[src/sv/kfar_pkg.sv]
`timescale 1ns / 1ps
// ----------------------------------------------------------------------------
// kfar_pkg
// Shared constants, the lead/trail interval table and the control structs
// of the kanji font address resolver.
// ----------------------------------------------------------------------------
package kfar_pkg;

  localparam int unsigned STORE_DEPTH_DEF = 512;

  localparam logic [15:0] RANGE1_LO  = 16'h8140;
  localparam logic [15:0] RANGE1_END = 16'h84BF;
  localparam logic [15:0] RANGE2_LO  = 16'h889F;
  localparam logic [15:0] RANGE2_END = 16'h9873;

  localparam logic [31:0] BASE1   = 32'hBFC66000;
  localparam logic [31:0] BASE2   = 32'hBFC69D68;
  localparam logic [31:0] ROM_LO  = 32'hBFC00000;
  localparam logic [31:0] ROM_HI  = 32'hBFC80000;
  localparam logic [31:0] NO_ADDR = 32'hFFFFFFFF;

  localparam logic [8:0] LEAD_OFFSET = 9'h111;
  localparam logic [7:0] TRAIL_SPLIT = 8'h7F;
  localparam logic [8:0] TABLE2_BASE = 9'd19;

  localparam logic [1:0] ST_OK       = 2'd0;
  localparam logic [1:0] ST_REJECTED = 2'd1;
  localparam logic [1:0] ST_OUTSIDE  = 2'd2;
  localparam logic [1:0] ST_NEED_SEL = 2'd3;

  localparam int unsigned NUM_RULES = 19;

  // {lead, trail low (incl), trail high (excl)}
  localparam logic [23:0] RULES [NUM_RULES] = '{
    24'h81407F, 24'h8180AD, 24'h81B8C0, 24'h81C8CF, 24'h81DAE9,
    24'h81F0F8, 24'h81FCFD, 24'h824F59, 24'h82607A, 24'h82819B,
    24'h829FF2, 24'h83407F, 24'h838097, 24'h839FB7, 24'h83BFD7,
    24'h844061, 24'h84707F, 24'h848092, 24'h849FBF
  };

  typedef struct packed {
    logic       hit;
    logic [4:0] idx;
  } rule_hit_t;

  typedef struct packed {
    logic wr;       // store write item
    logic load;     // latch resolve item
    logic rd_main;  // read selected record
    logic calc;     // form index and record difference
    logic mul;      // form address
    logic scan_rd;  // read next selector record
    logic emit;     // register result
  } cmd_t;

  typedef struct packed {
    logic scan_need;
    logic scan_last;
  } sts_t;

  function automatic rule_hit_t rule_match(input logic [15:0] code);
    rule_hit_t r;
    r.hit = 1'b0;
    r.idx = '0;
    for (int i = NUM_RULES - 1; i >= 0; i--) begin
      if (code[15:8] == RULES[i][23:16] && code[7:0] >= RULES[i][15:8] &&
          code[7:0] < RULES[i][7:0]) begin
        r.hit = 1'b1;
        r.idx = 5'(i);
      end
    end
    return r;
  endfunction

endpackage

[src/sv/kfar_ctrl.sv]
`timescale 1ns / 1ps
// ----------------------------------------------------------------------------
// kfar_ctrl
// Sequencer: record read, address build, optional selector scan, result.
// ----------------------------------------------------------------------------
module kfar_ctrl (
  input  logic            clk_i,
  input  logic            rst_ni,
  input  logic            start,
  input  logic            mode_i,
  input  kfar_pkg::sts_t  sts_i,
  output kfar_pkg::cmd_t  cmd_o,
  output logic            busy,
  output logic            result_valid_o
);

  localparam logic [2:0] S_IDLE  = 3'd0;
  localparam logic [2:0] S_RD    = 3'd1;
  localparam logic [2:0] S_CALC  = 3'd2;
  localparam logic [2:0] S_MUL   = 3'd3;
  localparam logic [2:0] S_SCAN  = 3'd4;
  localparam logic [2:0] S_DRAIN = 3'd5;
  localparam logic [2:0] S_EMIT  = 3'd6;

  logic [2:0] state_q, state_d;
  logic       valid_q;
  logic       accept;

  assign busy   = (state_q != S_IDLE);
  assign accept = start && !busy;

  always_comb begin
    cmd_o         = '0;
    cmd_o.wr      = accept && !mode_i;
    cmd_o.load    = accept && mode_i;
    cmd_o.rd_main = (state_q == S_RD);
    cmd_o.calc    = (state_q == S_CALC);
    cmd_o.mul     = (state_q == S_MUL);
    cmd_o.scan_rd = (state_q == S_SCAN);
    cmd_o.emit    = (state_q == S_EMIT);
  end

  always_comb begin
    state_d = state_q;
    unique case (state_q)
      S_IDLE:  if (accept && mode_i) state_d = S_RD;
      S_RD:    state_d = S_CALC;
      S_CALC:  state_d = S_MUL;
      S_MUL:   state_d = sts_i.scan_need ? S_SCAN : S_EMIT;
      S_SCAN:  if (sts_i.scan_last) state_d = S_DRAIN;
      S_DRAIN: state_d = S_EMIT;
      S_EMIT:  state_d = S_IDLE;
      default: state_d = S_IDLE;
    endcase
  end

  always_ff @(posedge clk_i or negedge rst_ni) begin
    if (!rst_ni) begin
      state_q <= S_IDLE;
      valid_q <= 1'b0;
    end else begin
      state_q <= state_d;
      valid_q <= (state_q == S_EMIT);
    end
  end

  assign result_valid_o = valid_q;

endmodule

[config.mk]
export PLATFORM = sky130hd
export DESIGN_NAME = kfar_ctrl
export DESIGN_NICKNAME = d
export VERILOG_FILES = /design/src/sv/kfar_pkg.sv /design/src/sv/kfar_ctrl.sv
export SDC_FILE = /design/constraint.sdc
export NUM_CORES = 1
export LEC_CHECK = 0
export ABC_AREA = 0
export BUFFER_PORTS_ARGS = -buffer_cell sky130_fd_sc_hd__clkbuf_2
export CAP_MARGIN = 20
export CORE_AREA = 3 3 40 42
export DETAILED_ROUTE_END_ITERATION = 6
export DIE_AREA = 0 0 43 45
export GPL_TIMING_DRIVEN = 0
export MAX_ROUTING_LAYER = met4
export PLACE_DENSITY_LB_ADDON = 0.15
export SYNTH_ARGS = -nofsm -noshare
export SYNTH_HDL_FRONTEND = slang
export SYNTH_SLANG_ARGS = --single-unit
[constraint.sdc]
create_clock -name clk_i -period 1.3 [get_ports clk_i]
set_input_delay 0.13 -clock clk_i [delete_from_list [all_inputs] [get_ports clk_i]]
set_output_delay 0.13 -clock clk_i [all_outputs]
set_load 0.01 [all_outputs]
==> results.md <==
- Status: finished, violations left
- Violated checks: negative setup slack
- Filler instances: between 100 and 150
- CP endpoint: cmd_o[6]
- Fin cells: 65
- Total internal power: 0.802 mW
- Logic pwr share: 69.6%
- Critical path class: flop to output pin
- Power Total: roughly 1.2 mW
- Ant diodes: 0
- Dpl cells: 50
- Synth warn: 0
- Reg2reg setup slack: around 100 ps
- Worst setup EP type: output pin
- Post-synthesis sequential area ratio: between 40% and 50%
- Cell variety after synth: 17
- Worst-path cell with the longest stage delay: dfrtp_2
- CTS Sinks: 4
- Initial core utilization: between 10% and 20%
- Leakage: between 0.2 and 0.3 nW
- Sw Share: between 30% and 40%
- Area contributors post-synth: dfrtp_1 44%, nor3b_1 6.6%, nor3b_2 5.5%
- Yosys reg bits: 4
- DPL Wire Length: roughly 450 µm
- Relative max-transition margin: 80.8%
- Cell area after synthesis: around 230 µm²
- Worst Tran Pin Value: roughly 290 ps
- Tmin final: between 1000 and 1500 ps
- NetSw: between 0.4 and 0.5 mW
- Final setup vio count: 7
- Reg2reg start: state_q[2]$_DFFE_PN0P_
- Clk_skew: roughly 3 ps
- CTS tree: built
- Seq pwr share: 17.9%
- Pre-antenna DRT Iters: 1
- Cells on worst reg2reg path: 4
- I/O Pins: 15
- Top-count cell post-synth: dfrtp_1
- CP top delay family: simple AND/OR/NAND/NOR gates
- Crit. Startpoint: state_q[2]$_DFFE_PN0P_
- Remaining DRCs: 0
- GP Congestion: 0.658
- IO Port Bufs: 14
- Pin count of the biggest net entering global routing: 10
- Worst Path Max Fanout: 3
- CP Data Arrival Time: ~1300 ps
- CP startpoint kind: flop
- Hold_ws: approximately 150 ps
- Final WS setup: -161 ps
- Layout cell share with drive strength beyond 1: between 80% and 90%
- Final period util: 112%
- Fmax: just under 0.7 GHz
- DIE WIDTH: around 43 µm
- Ys flop type: dfrtp_1
- Number of global-route vias before repair: approximately 290
- CTS Buf Count: 3
- WL per Instance: 11.0 µm
- Post-synth top cells: 4 x dfrtp_1, 2 x nor3b_1
- Critical path buffers and inverters: 1
- Global-route wire length before repair: 1.19 mm
- Crit-path cells: or3_4, nor3b_2, buf_2
- Via count: about 280
- Final ANT Viol Nets: 0
- Max-Cap Viols: 0
- H-tree Lvls: 1
- Clock transition at path regs: ~40 ps
- Mapped Cells: 21
- RSZ-0062 raised after global routing: yes
- GRT overflow: 0
- Height of the die: approximately 45 µm
- Slew Limit Fails: 0
- Final net count: 58
- Die area: roughly 1900 µm²
- Clock Power Share: 12.5%
- Area delta synth->final: 121%
- Post-synth ARST share: 100%
- Largest area contributor in the netlist: dfrtp_1
- Type of the worst min-delay path: input pin to flop
- Avg Vias per Cell: roughly 4.3
- CORE AREA: between 1000 and 1500 µm²
- Tot GR Track Use: under 10%
- Insertion delay to the later sink of the worst-skew pair: 240 ps
- Initial DRC Count: 0
- Post-synth EDFFs: 0
- R2R Path End: state_q[0]$_DFFE_PN0P_
- Required time worst endpoint: ~1200 ps
- Synth top area share: 44.2%
- Power Dens Cells: 2490 nW/µm²
- Syn_area_per_cell: around 11 µm²
- Total Wirelength: roughly 700 µm
- Fin. Hold Viols: 0
- Clock Tree Buf Depth: 2
- Worst vdd ir: 1.04 mV
- Post-Syn Nets: 27
- Root buffer cell: clkbuf_4
- Initial antenna violation count: 0
- Core Rows: 13
- Critical path depth: 3
- Worst stage delay on the critical path: about 410 ps
-- sequential cells by signal, summed over array words and instances, names as in the netlist --
name	count
state_q	3
result_valid_o	1
-- layout make-up --
cell class,instances,area (µm²),share of cell area [%]
inverter,1,8.76,1.75
sequential,4,103,20.5
multi-input combinational,15,149,29.8
clock buffer,3,22.5,4.50
tap,15,18.8,3.75
timing repair buffer,27,199,39.8
-- cells in the final DEF, fill, tap and decap left out, drive strengths merged, types with 3 or more instances in the layout --
master   n
buf     19
clkbuf  10
dfrtp    4
nor3b    3
-- how the worst min path moves through the flow --
| stage | end | cells after the start | slack [ps] | startpoint |
|---|---|---|---|---|
| finish | state_q[0]$_DFFE_PN0P_ | 3 | 150 | sts_i[0] |
| detailed placement | result_valid_o$_DFF_PN0_ | 1 | -60 | rst_ni |
| global route | state_q[0]$_DFFE_PN0P_ | 3 | 160 | sts_i[0] |
| global placement | result_valid_o$_DFF_PN0_ | 1 | -60 | rst_ni |
| floorplan | result_valid_o$_DFF_PN0_ | 0 | -170 | rst_ni |
| CTS | state_q[0]$_DFFE_PN0P_ | 3 | 130 | sts_i[0] |
-- cell families after synthesis --
group	count (synthesis)	share of synthesized area, %
flip-flops	4	44.2
AO/OA/AOI/OAI	3	9.94
buffers and inverters	2	3.86
AND/OR/NAND/NOR	11	37.0
multiplexers	1	4.97
-- what timing repair did --
item	4_1_cts	5_1_grt
endpoints found under the setup margin	5	8
gates resized for setup	9	17
endpoints found under the hold margin	4	0
pin swaps	2	4
cloned	0	1
setup buffers	7	4
hold buffers	1	0
-- worst min-delay path, cell delays in order --
cell	delay [ps]
clkbuf_2	80
nand2b_1	50
a221oi_1	80
-- power groups by stage --
stage               clock (mW)  combinational, mW  sequential [mW]
global placement             0              0.398            0.235
global route             0.176              0.926            0.232
CTS                      0.164              0.649            0.214
detailed placement           0              0.406            0.234
floorplan                    0              0.270            0.226
finish                   0.156              0.866            0.222
-- metal layers --
| layer | vias up | GRT usage, % | wire length (µm) |
|---|---|---|---|
| li1 | 135 | - | - |
| met1 | 132 | 8.01 | 232 |
| met2 | 10 | 16.2 | 426 |
| met3 | 0 | 5.98 | 56 |
| met4 | 0 | 1.81 | 0 |
| met5 | - | - | 0 |
-- stage by stage --
step           worst slack [ps]  setup TNS, ps  instance area, µm²  utilization [%]
6_report                   -161           -535                 500             38.9
5_1_grt                    -213           -894                 500             38.9
4_1_cts                    -179           -365                 428             33.3
3_5_place_dp               9.02              0                 315             24.5
3_3_place_gp               13.9              0                 315             24.5
2_1_floorplan              95.8              0                 226                -
Note: power is estimated with default switching activity, not from simulation.
